`src/rtl/ihex_pkg.sv`:
```
// Shared types, codes and helpers of the Intel HEX record encoder.
// No dependencies; used by ihex_useq, ihex_dp and the top level.
package ihex_pkg;

  localparam int CFG_IDX_W = 2;

  // configuration register indexes
  localparam logic [CFG_IDX_W-1:0] REG_START_ADDR = 2'd0;
  localparam logic [CFG_IDX_W-1:0] REG_ADD_END    = 2'd1;

  // character source of one microcode step
  typedef enum logic [3:0] {
    SRC_LIT,
    SRC_LEN_H,
    SRC_LEN_L,
    SRC_AH_H,
    SRC_AH_L,
    SRC_AL_H,
    SRC_AL_L,
    SRC_DAT_H,
    SRC_DAT_L,
    SRC_CK_H,
    SRC_CK_L
  } src_e_t;

  // checksum accumulate operand
  typedef enum logic [1:0] {
    ADD_NONE,
    ADD_LEN,
    ADD_AH,
    ADD_AL
  } add_e_t;

  // sequencer branch kind
  typedef enum logic [1:0] {
    JMP_NEXT,
    JMP_LOOP,
    JMP_EOF,
    JMP_END
  } jmp_e_t;

  typedef struct packed {
    src_e_t     src;
    logic [6:0] lit;
    add_e_t     add;
    logic       add_dat;
    jmp_e_t     jmp;
  } ucw_t;

  typedef struct packed {
    logic busy;
    logic fin;
    ucw_t uw;
  } seq_st_t;

  typedef struct packed {
    logic                 vld;
    logic [CFG_IDX_W-1:0] idx;
    logic [15:0]          data;
  } cfg_wr_t;

  function automatic logic [6:0] hex_char(input logic [3:0] nib);
    logic [6:0] c;
    if (nib < 4'd10) begin
      c = 7'h30 + {3'b000, nib};
    end else begin
      c = 7'h37 + {3'b000, nib};
    end
    return c;
  endfunction

endpackage

```
`src/rtl/ihex_useq.sv`:
```
// Microcode sequencer: step counter, control ROM and branch logic.
// Depends on ihex_pkg.
module ihex_useq (
  input  logic              clk,
  input  logic              rst_n,
  input  logic              start,
  input  logic              adv,
  input  logic              loop_more,
  input  logic              eof_go,
  output ihex_pkg::seq_st_t seq_st
);
  import ihex_pkg::*;

  localparam logic [4:0] PC_DAT_H = 5'd9;

  // one word per emitted character
  function automatic ucw_t rom(input logic [4:0] pc);
    ucw_t w;
    w = '{SRC_LIT, 7'h00, ADD_NONE, 1'b0, JMP_NEXT};
    case (pc)
      5'd0:  w = '{SRC_LIT,   7'h3A, ADD_NONE, 1'b0, JMP_NEXT};
      5'd1:  w = '{SRC_LEN_H, 7'h00, ADD_LEN,  1'b0, JMP_NEXT};
      5'd2:  w = '{SRC_LEN_L, 7'h00, ADD_NONE, 1'b0, JMP_NEXT};
      5'd3:  w = '{SRC_AH_H,  7'h00, ADD_AH,   1'b0, JMP_NEXT};
      5'd4:  w = '{SRC_AH_L,  7'h00, ADD_NONE, 1'b0, JMP_NEXT};
      5'd5:  w = '{SRC_AL_H,  7'h00, ADD_AL,   1'b0, JMP_NEXT};
      5'd6:  w = '{SRC_AL_L,  7'h00, ADD_NONE, 1'b0, JMP_NEXT};
      5'd7:  w = '{SRC_LIT,   7'h30, ADD_NONE, 1'b0, JMP_NEXT};
      5'd8:  w = '{SRC_LIT,   7'h30, ADD_NONE, 1'b0, JMP_NEXT};
      5'd9:  w = '{SRC_DAT_H, 7'h00, ADD_NONE, 1'b1, JMP_NEXT};
      5'd10: w = '{SRC_DAT_L, 7'h00, ADD_NONE, 1'b0, JMP_LOOP};
      5'd11: w = '{SRC_CK_H,  7'h00, ADD_NONE, 1'b0, JMP_NEXT};
      5'd12: w = '{SRC_CK_L,  7'h00, ADD_NONE, 1'b0, JMP_NEXT};
      5'd13: w = '{SRC_LIT,   7'h0A, ADD_NONE, 1'b0, JMP_EOF};
      // end-of-file record
      5'd14: w = '{SRC_LIT,   7'h3A, ADD_NONE, 1'b0, JMP_NEXT};
      5'd15, 5'd16, 5'd17, 5'd18, 5'd19, 5'd20, 5'd21:
             w = '{SRC_LIT,   7'h30, ADD_NONE, 1'b0, JMP_NEXT};
      5'd22: w = '{SRC_LIT,   7'h31, ADD_NONE, 1'b0, JMP_NEXT};
      5'd23: w = '{SRC_LIT,   7'h46, ADD_NONE, 1'b0, JMP_NEXT};
      5'd24: w = '{SRC_LIT,   7'h46, ADD_NONE, 1'b0, JMP_NEXT};
      5'd25: w = '{SRC_LIT,   7'h0A, ADD_NONE, 1'b0, JMP_END};
      default: w = '{SRC_LIT, 7'h00, ADD_NONE, 1'b0, JMP_END};
    endcase
    return w;
  endfunction

  logic [4:0] pc_r, pc_nxt;
  logic       busy_r, busy_nxt;
  ucw_t       uw;
  logic       fin;

  assign uw  = rom(pc_r);
  assign fin = busy_r && ((uw.jmp == JMP_END) || ((uw.jmp == JMP_EOF) && !eof_go));

  always_comb begin
    pc_nxt   = pc_r;
    busy_nxt = busy_r;
    if (start) begin
      busy_nxt = 1'b1;
      pc_nxt   = '0;
    end else if (adv) begin
      if (fin) begin
        busy_nxt = 1'b0;
        pc_nxt   = '0;
      end else if ((uw.jmp == JMP_LOOP) && loop_more) begin
        pc_nxt = PC_DAT_H;
      end else begin
        pc_nxt = pc_r + 5'd1;
      end
    end
  end

  always_ff @(posedge clk) begin
    if (!rst_n) begin
      pc_r   <= '0;
      busy_r <= 1'b0;
    end else begin
      pc_r   <= pc_nxt;
      busy_r <= busy_nxt;
    end
  end

  assign seq_st = '{busy: busy_r, fin: fin, uw: uw};

endmodule

```
`src/rtl/ihex_dp.sv`:
```
// Datapath: byte buffer, fill count, record address, checksum, char mux.
// Depends on ihex_pkg.
module ihex_dp #(
  parameter int RECORD_BYTES = 16
) (
  input  logic              clk,
  input  logic              rst_n,
  input  logic              in_acc,
  input  logic [7:0]        in_byte,
  input  logic              in_last,
  input  ihex_pkg::cfg_wr_t cfg,
  input  logic              adv,
  input  ihex_pkg::seq_st_t seq_st,
  output logic              rec_due,
  output logic              loop_more,
  output logic              eof_go,
  output logic [6:0]        ch
);
  import ihex_pkg::*;

  localparam int CNT_W = $clog2(RECORD_BYTES + 1);
  localparam int IDX_W = (RECORD_BYTES > 1) ? $clog2(RECORD_BYTES) : 1;

  logic [7:0]       bytes_r [RECORD_BYTES];
  logic [CNT_W-1:0] fill_r, fill_nxt, fill_inc;
  logic [IDX_W-1:0] idx_r, idx_nxt;
  logic [7:0]       sum_r, sum_nxt, addv;
  logic [15:0]      addr_r, addr_nxt;
  logic [15:0]      start_r, start_nxt;
  logic             add_end_r, add_end_nxt;
  logic             last_r, last_nxt;
  logic [7:0]       dat, len8, ck;
  logic [3:0]       nib;
  logic             cfg_start, cfg_end;

  assign fill_inc  = fill_r + 1'b1;
  assign rec_due   = in_last || (fill_inc == CNT_W'(RECORD_BYTES));
  assign loop_more = (CNT_W'(idx_r) + 1'b1) != fill_r;
  assign eof_go    = last_r && add_end_r;
  assign dat       = bytes_r[idx_r];
  assign len8      = 8'(fill_r);
  assign ck        = 8'd0 - sum_r;
  assign cfg_start = cfg.vld && (cfg.idx == REG_START_ADDR);
  assign cfg_end   = cfg.vld && (cfg.idx == REG_ADD_END);

  always_comb begin
    case (seq_st.uw.src)
      SRC_LEN_H: nib = len8[7:4];
      SRC_LEN_L: nib = len8[3:0];
      SRC_AH_H:  nib = addr_r[15:12];
      SRC_AH_L:  nib = addr_r[11:8];
      SRC_AL_H:  nib = addr_r[7:4];
      SRC_AL_L:  nib = addr_r[3:0];
      SRC_DAT_H: nib = dat[7:4];
      SRC_DAT_L: nib = dat[3:0];
      SRC_CK_H:  nib = ck[7:4];
      SRC_CK_L:  nib = ck[3:0];
      default:   nib = 4'h0;
    endcase
    ch = (seq_st.uw.src == SRC_LIT) ? seq_st.uw.lit : hex_char(nib);
  end

  always_comb begin
    case (seq_st.uw.add)
      ADD_LEN: addv = len8;
      ADD_AH:  addv = addr_r[15:8];
      ADD_AL:  addv = addr_r[7:0];
      default: addv = 8'h00;
    endcase
    if (seq_st.uw.add_dat) begin
      addv = dat;
    end
  end

  always_comb begin
    fill_nxt    = fill_r;
    idx_nxt     = idx_r;
    sum_nxt     = sum_r;
    addr_nxt    = addr_r;
    start_nxt   = start_r;
    add_end_nxt = add_end_r;
    last_nxt    = last_r;
    if (in_acc) begin
      fill_nxt = fill_inc;
      last_nxt = in_last;
    end
    if (adv) begin
      sum_nxt = sum_r + addv;
      if (seq_st.uw.src == SRC_DAT_L) begin
        idx_nxt = loop_more ? (idx_r + 1'b1) : '0;
      end
      if (seq_st.fin) begin
        fill_nxt = '0;
        idx_nxt  = '0;
        sum_nxt  = 8'h00;
        addr_nxt = last_r ? start_r : (addr_r + 16'(RECORD_BYTES));
      end
    end
    if (cfg_start) begin
      start_nxt = cfg.data;
      addr_nxt  = cfg.data;
    end
    if (cfg_end) begin
      add_end_nxt = cfg.data[0];
    end
  end

  // buffer needs no reset: only entries of the current record are read
  always_ff @(posedge clk) begin
    if (in_acc) begin
      bytes_r[fill_r[IDX_W-1:0]] <= in_byte;
    end
  end

  always_ff @(posedge clk) begin
    if (!rst_n) begin
      fill_r    <= '0;
      idx_r     <= '0;
      sum_r     <= 8'h00;
      addr_r    <= 16'h0000;
      start_r   <= 16'h0000;
      add_end_r <= 1'b1;
      last_r    <= 1'b0;
    end else begin
      fill_r    <= fill_nxt;
      idx_r     <= idx_nxt;
      sum_r     <= sum_nxt;
      addr_r    <= addr_nxt;
      start_r   <= start_nxt;
      add_end_r <= add_end_nxt;
      last_r    <= last_nxt;
    end
  end

endmodule

```
`src/rtl/intel_hex_record_encoder.sv`:
```
// Intel HEX record encoder: top level with output register.
// Depends on ihex_pkg, ihex_useq and ihex_dp.
//
// Usage:
//  - in_*: one data byte per item, in_tlast marks the final byte of a run.
//  - out_*: one ASCII character per item; out_tlast marks the last char
//    caused by an input byte (the newline of a data or end-of-file record).
//  - cfg_*: index 0 = start address (16 b), index 1 = append EOF record.
//    Always ready; write only while idle. Other indexes are ignored.
// Flow:
//  - A byte that neither fills the buffer nor is last is only stored.
//  - A record of n bytes: 12 + 2n chars, plus 12 for the EOF record.
//    The triggering byte starts the step counter; its first char then
//    goes into the output register, and one char per cycle follows
//    while out_tready is high (one microcode step per char).
//  - in_tready is low while the sequencer runs.
// Reset: buffer empty, address = 0, EOF record enabled, output empty.
// Stall: a low out_tready on a waiting char holds the output reg and step counter.
module intel_hex_record_encoder #(
  parameter int RECORD_BYTES = 16
) (
  input  logic                           clk,
  input  logic                           rst_n,
  input  logic                           in_tvalid,
  output logic                           in_tready,
  input  logic [7:0]                     in_tdata,   // [7:0] data_byte
  input  logic                           in_tlast,   // last_byte
  output logic                           out_tvalid,
  input  logic                           out_tready,
  output logic [7:0]                     out_tdata,  // [6:0] out_char, [7] zero
  output logic                           out_tlast,  // run_last
  input  logic                           cfg_valid,
  output logic                           cfg_ready,
  input  logic [ihex_pkg::CFG_IDX_W-1:0] cfg_index,
  input  logic [15:0]                    cfg_data
);
  import ihex_pkg::*;

  seq_st_t    seq_st;
  cfg_wr_t    cfg;
  logic       in_acc, start, adv;
  logic       rec_due, loop_more, eof_go;
  logic [6:0] ch;

  logic       out_valid_r, out_valid_nxt;
  logic [6:0] out_char_r, out_char_nxt;
  logic       out_last_r, out_last_nxt;

  assign cfg_ready = 1'b1;
  assign cfg       = '{vld: cfg_valid, idx: cfg_index, data: cfg_data};

  // no new bytes while a record is being emitted
  assign in_tready = !seq_st.busy;
  assign in_acc    = in_tvalid && in_tready;
  assign start     = in_acc && rec_due;

  // a step runs when the output register is free or being drained
  assign adv = seq_st.busy && (!out_valid_r || out_tready);

  ihex_useq u_useq (
    .clk       (clk),
    .rst_n     (rst_n),
    .start     (start),
    .adv       (adv),
    .loop_more (loop_more),
    .eof_go    (eof_go),
    .seq_st    (seq_st)
  );

  ihex_dp #(
    .RECORD_BYTES (RECORD_BYTES)
  ) u_dp (
    .clk       (clk),
    .rst_n     (rst_n),
    .in_acc    (in_acc),
    .in_byte   (in_tdata),
    .in_last   (in_tlast),
    .cfg       (cfg),
    .adv       (adv),
    .seq_st    (seq_st),
    .rec_due   (rec_due),
    .loop_more (loop_more),
    .eof_go    (eof_go),
    .ch        (ch)
  );

  always_comb begin
    out_valid_nxt = out_valid_r;
    out_char_nxt  = out_char_r;
    out_last_nxt  = out_last_r;
    if (adv) begin
      out_valid_nxt = 1'b1;
      out_char_nxt  = ch;
      out_last_nxt  = seq_st.fin;
    end else if (out_tready) begin
      out_valid_nxt = 1'b0;
    end
  end

  always_ff @(posedge clk) begin
    if (!rst_n) begin
      out_valid_r <= 1'b0;
    end else begin
      out_valid_r <= out_valid_nxt;
    end
    out_char_r <= out_char_nxt;
    out_last_r <= out_last_nxt;
  end

  assign out_tvalid = out_valid_r;
  assign out_tdata  = {1'b0, out_char_r};
  assign out_tlast  = out_last_r;

endmodule

```
`config.mk`:
```
export PLATFORM = sky130hd
export DESIGN_NAME = intel_hex_record_encoder
export DESIGN_NICKNAME = d
export VERILOG_FILES = /design/src/rtl/ihex_pkg.sv /design/src/rtl/ihex_useq.sv /design/src/rtl/ihex_dp.sv /design/src/rtl/intel_hex_record_encoder.sv
export SDC_FILE = /design/constraint.sdc
export NUM_CORES = 1
export LEC_CHECK = 0
export BUFFER_PORTS_ARGS = -buffer_cell sky130_fd_sc_hd__buf_2
export CAP_MARGIN = 20
export CORE_MARGIN = 2
export CORE_UTILIZATION = 40
export CTS_CLUSTER_SIZE = 28
export DETAILED_ROUTE_END_ITERATION = 10
export PLACE_DENSITY_LB_ADDON = 0.08
export SYNTH_ARGS = -nofsm -noshare
export SYNTH_HDL_FRONTEND = slang
export SYNTH_SLANG_ARGS = --single-unit
```
`constraint.sdc`:
```
create_clock -name clk -period 4.1 [get_ports clk]
set_input_delay 1.23 -clock clk [delete_from_list [all_inputs] [get_ports clk]]
set_output_delay 1.23 -clock clk [all_outputs]
set_load 0.05 [all_outputs]
```
* Word level (Yosys, flattened, before mapping)
Memory sizes are Yosys's and may differ from the RTL's. A register that Yosys moved wholly into a read port is not among the register bits.
Cells that the tools add are included.
** Word-level totals
- Flip-flop bits (word level) :: 66
- Bits in writable memories :: 128
- Bits in read-only memories :: 512
- Word-level logic and storage cells :: 100
- Memories kept :: 2
** Memories
- (name not given) :: words 32, width 16, rd ports 1, clocked after memory_dff 1, wr ports 0, line ihex_useq.sv:20 : case (pc)
- u_dp.bytes_r :: words 16, width 8, rd ports 1, clocked after memory_dff 1, wr ports 1, line ihex_dp.sv:24 : logic [7:0] bytes_r [RECORD_BYTES];
** Operators by class
- $add $sub $neg :: 9
- $lt $le $gt $ge :: 1
- Eq/ne operators :: 19
- Mux-type cells :: 29
- Bitwise logic cells :: 1
- Reductions and logical operators :: 27
** Operator list (count)
- $mux 16 :: 4
- $pmux 4 s10 :: 1
- $mux 5 :: 7
- $pmux 8 s3 :: 1
- $mux 4 :: 5
- $add 16x5->16 const B :: 1
- $eq 4x3->1 const B :: 4
- $mux 8 :: 2
- $add 6x4->7 const A :: 2
- $mux 7 :: 2
- $eq 4x4->1 const B :: 3
- $reduce_bool 2->1 :: 6
- $add 5x1->5 const B :: 2
- $logic_and 1x1->1 :: 9
- $add 8x8->8 :: 1
- $eq 2x2->1 const B :: 4
- $eq 4x2->1 const B :: 2
- $sub 1x8->8 const A :: 1
- $mux 1 :: 7
- $eq 2x1->1 const B :: 3
- $reduce_and 2->1 :: 3
- $add 4x1->5 const B :: 1
- $eq 5x5->1 const B :: 1
- $ne 5x5->1 :: 1
- 9 further kinds :: 13

* Longest topological paths before layout
- Word-level depth :: 9
- Depth in mapped cells :: 19

* Modules after synthesis
From an unflattened synthesis, not the netlist that was laid out.
** Second synthesis, totals
- Cell total of the unflattened synthesis :: 836
- Area, all modules :: 10018.4 µm²
** By module, submodules not included
- ihex_dp :: instances 1, cells an instance 698, area each 8599.5 µm², seq. area each 4944.7 µm²
- ihex_useq :: instances 1, cells an instance 119, area each 1089.8 µm², seq. area each 400.4 µm²
- intel_hex_record_encoder :: instances 1, cells an instance 19, area each 329.1 µm², seq. area each 260.2 µm²

* Worst setup path after synthesis
Ideal clock, no wire load.
- Path type :: register to register
- Start :: reg with a tool-made name
- End :: reg u_dp.sum_r[7]
- Data arrival time :: 3.479 ns
- Path slack :: 0.502 ns
- Stages on the path, launching flop included :: 15
- Path buffers :: 2
- Period minus slack after synthesis :: 3.598 ns
- Cell sequence :: dfxtp_1 > buf_6 > buf_12 > mux4_1 > mux4_2 > mux2_2 > ha_1 > a21o_1 > a21oi_1 > nor2b_1 > o21a_1 > o41ai_1 > xnor2_1 > and3_1 > o31a_1
** RTL lines
- end signal, assigned :: line ihex_dp.sv:127 : sum_r <= sum_nxt;
- end, declared :: line ihex_dp.sv:27 : logic [7:0] sum_r, sum_nxt, addv;

==> results.sh <==
export IMPL_outcome="finished, final reports clean"
export IMPL_synth_cells=817
export IMPL_post_route_period_util_pct=93.0
export IMPL_finalSetupViolations=0
export IMPL_tns_ps=0
export IMPL_port_buffers=41
export IMPL_grt_use_total_pct=18.7
export IMPL_diodes=0
export IMPL_num_rows=57
export IMPL_worstRegToRegCells=12
export IMPL_nets=923
export IMPL_syn_area_mm2=0.00997
export IMPL_synth_seq_cells=212
export IMPL_dieArea_mm2=0.0262
export IMPL_critPathSlowestCell="mux4_1"
export IMPL_cp_arrival_ps=4220
export IMPL_min_delay_start="u_dp.start_r[14]"
export IMPL_syn_area_per_cell_um2=12.2
export IMPL_synth_cell_type_count=75
export IMPL_clk_latency_ps=540
export IMPL_place_inst=1170
export IMPL_drv_cap=0
export IMPL_cts_tree="done"
export IMPL_p_leak_nw=3.86
export IMPL_whs_endpoint="u_dp.start_r[14]"
export IMPL_post_cts_buffers=0
export IMPL_clk_path_buf_depth=3
export IMPL_clockPowerShare_pct=43.9
export IMPL_htreeDepth=1
export IMPL_core_region_area_mm2=0.0244
export IMPL_antenna_left=0
export IMPL_wl_per_cell_um=20.2
export IMPL_cts_root_buffer="clkbuf_16"
export IMPL_grt_pass1_wl_um=38100
export IMPL_dp_hpwl_um=17000
export IMPL_worstSetupStartpointType="flop"
export IMPL_rsz0062_at_grt="no"
export IMPL_slew_headroom_pct=52.9
export IMPL_critPathRequiredTime_ps=4510
export IMPL_crit_type="reg2reg"
export IMPL_synth_warnings=0
export IMPL_clkTransAtPathRegs_ps=60
export IMPL_swShare_pct=22.5
export IMPL_tightest_slew_ps=699
export IMPL_power_density_mw_per_mm2=409
export IMPL_io_pins=44
export IMPL_drive_gt1_share_pct=18.0
export IMPL_fin_cells=1215
export IMPL_dieHeight_um=162
export IMPL_path_cells="mux4_1, mux4_2, mux2_2, ha_1, a21o_1, a21oi_1, nor2b_1, o21a_1, o41ai_1, xnor2_1, and3_1, o31a_1"
export IMPL_hold_violations=0
export IMPL_min_path_type="reg2reg"
export IMPL_worstSetupEndpointType="flop"
export IMPL_gp_congestion=0.842
export IMPL_fp_dieW_um=162
export IMPL_numCtsBuffers=25
export IMPL_min_path_cells=2
export IMPL_rrSetupSlack_ps=290
export IMPL_synth_edf_count=136
export IMPL_async_flop_share_pct=0
export IMPL_drc=0
export IMPL_peakVddDrop_uv=399
export IMPL_antenna_found_initial=0
export IMPL_crit_path_max_fanout=9
export IMPL_fin_crit_ps=3810
export IMPL_final_common_cell="edfxtp_1"
export IMPL_yosysSeqAreaShare_pct=56.2
export IMPL_via_per_inst=5.55
export IMPL_multiInputGateArea_mm2=0.00409
export IMPL_drt_pass1_iter_count=5
export IMPL_grt_max_degree=51
export IMPL_fin_worst_skew_ps=20.8
export IMPL_synth_fp_nets=867
export IMPL_cpPeakStageDelay_ps=580
export IMPL_switchingPower_mw=1.05
export IMPL_r2r_end="u_dp.sum_r[7]"
export IMPL_synth_ff_type="edfxtp_1"
export IMPL_final_cell_mix="edfxtp_1 (136), nand2_1 (83), dfxtp_1 (75), nor2_1 (53), buf_2 (41)"
export IMPL_routed_via_count=6743
export IMPL_start_util_pct=40.9
export IMPL_max_freq_mhz=262
export IMPL_grt_pass1_vias=6739
export IMPL_area_delta_synth_final_pct=14.2
export IMPL_drt_wl_total_um=24500
export IMPL_nFillCells=2241
export IMPL_grt_overflow=0
export IMPL_clkSinkCount=212
export IMPL_seq_area_mm2=0.00561
export IMPL_power_frac_comb_pct=5.4
export IMPL_intPower_mw=3.60
export IMPL_seqPwrFrac_pct=50.7
export IMPL_drtIter0Drc=444
export IMPL_report_final_slew_viol_count=0
==> sequential cells by signal (all words and copies together) (netlist names), named ones only <==
signal          flops
u_dp.sum_r          8
u_useq.pc_r         5
u_dp.last_r         1
u_dp.idx_r          4
u_dp.bytes_r      128
out_tvalid          1
u_dp.fill_r         5
out_tlast           1
u_dp.start_r       16
u_dp.addr_r        16
u_dp.add_end_r      1
u_useq.uw          14
out_char_r          7
u_useq.busy_r       1
==> synthesized netlist by cell type, drive strengths merged, types with 8 or more instances <==
library cell / instances / area, µm²
a21oi: 29 / 145
mux2: 10 / 113
a22oi: 16 / 120
ha: 17 / 213
mux4: 36 / 841
nor2: 53 / 199
o21ai: 27 / 135
edfxtp: 136 / 4080
nor3: 22 / 110
mux2i: 20 / 200
inv: 18 / 67.6
and2: 16 / 103
nand2b: 9 / 56.3
clkbuf: 31 / 116
buf: 14 / 93.8
nand2: 83 / 312
nor2b: 19 / 119
nand3: 17 / 85.1
and3: 8 / 50.1
xnor2: 18 / 158
dfxtp: 76 / 1520
a21boi: 30 / 225
==> final cells by class <==
cell class              count  area share [%]
multi-input cells         542            35.9
inverters                  18           0.594
well taps                 324            3.56
clock inverters             3           0.297
flip-flops and latches    212            49.3
clock buffers              42            6.32
repair buffers             74            4.01
==> power by group through the flow <==
| stage | Sequential [mW] | Combinational, mW | Clock [mW] |
|---|---|---|---|
| global route | 2.36 | 0.277 | 2.19 |
| CTS | 2.36 | 0.254 | 2.10 |
| global placement | 2.40 | 0.245 | 0 |
| finish | 2.36 | 0.251 | 2.04 |
| detailed placement | 2.40 | 0.252 | 0 |
| floorplan | 2.39 | 0.154 | 0 |
==> layer usage <==
layer / vias up / share of wire [%] / GRT usage [%]
li1: 3196 / - / -
met1: 3339 / 45 / 24.8
met2: 155 / 48 / 31.7
met3: 53 / 3.5 / 2.50
met4: 0 / 3.5 / 6.52
met5: - / 0 / 0
==> critical path, delay by kind of cell, from the launching register on <==
family	cells	cell delay [ps]
flops	1	450
xor+xnor	1	130
mux	3	1410
simple gates	2	270
compound gates	5	1160
fa+ha+maj	1	280
==> what timing repair did <==
action,CTS,global route
gates resized for setup,0,2
hold buffers,0,0
setup endpoints to repair,0,1
==> cell families after synthesis <==
group / share of synthesized area (%)
compound gates: 11.3
xor+xnor: 2.11
fa+ha+maj: 2.34
buf+inv: 2.79
flops: 56.2
mux: 11.6
other cells: 0.0754
simple gates: 13.6
==> stage by stage <==
step | power, mW | hold WS (ps) | setup slack, ps | instance area (µm²) | utilization [%]
CTS | 4.71 | 468 | 117 | 11400 | 46.6
finish | 4.65 | 466 | 286 | 11400 | 46.7
global route | 4.82 | 486 | 87.9 | 11400 | 46.7
floorplan | 2.55 | 443 | 502 | 9970 | -
global placement | 2.65 | 451 | 213 | 10600 | 43.5
detailed placement | 2.65 | 461 | 146 | 10600 | 43.5
==> worst max-delay path by stage <==
| stage | end | slack [ps] | cells past startpoint |
|---|---|---|---|
| after floorplan | u_dp.sum_r[7] | 500 | 14 |
| final | u_dp.sum_r[7] | 290 | 12 |
| after detailed placement | u_dp.sum_r[7] | 150 | 13 |
| after global routing | u_dp.sum_r[7] | 90 | 13 |
| after CTS | u_dp.sum_r[7] | 120 | 13 |
| after global placement | u_dp.sum_r[7] | 210 | 13 |
No activity file was read; power rests on OpenSTA's default activity.
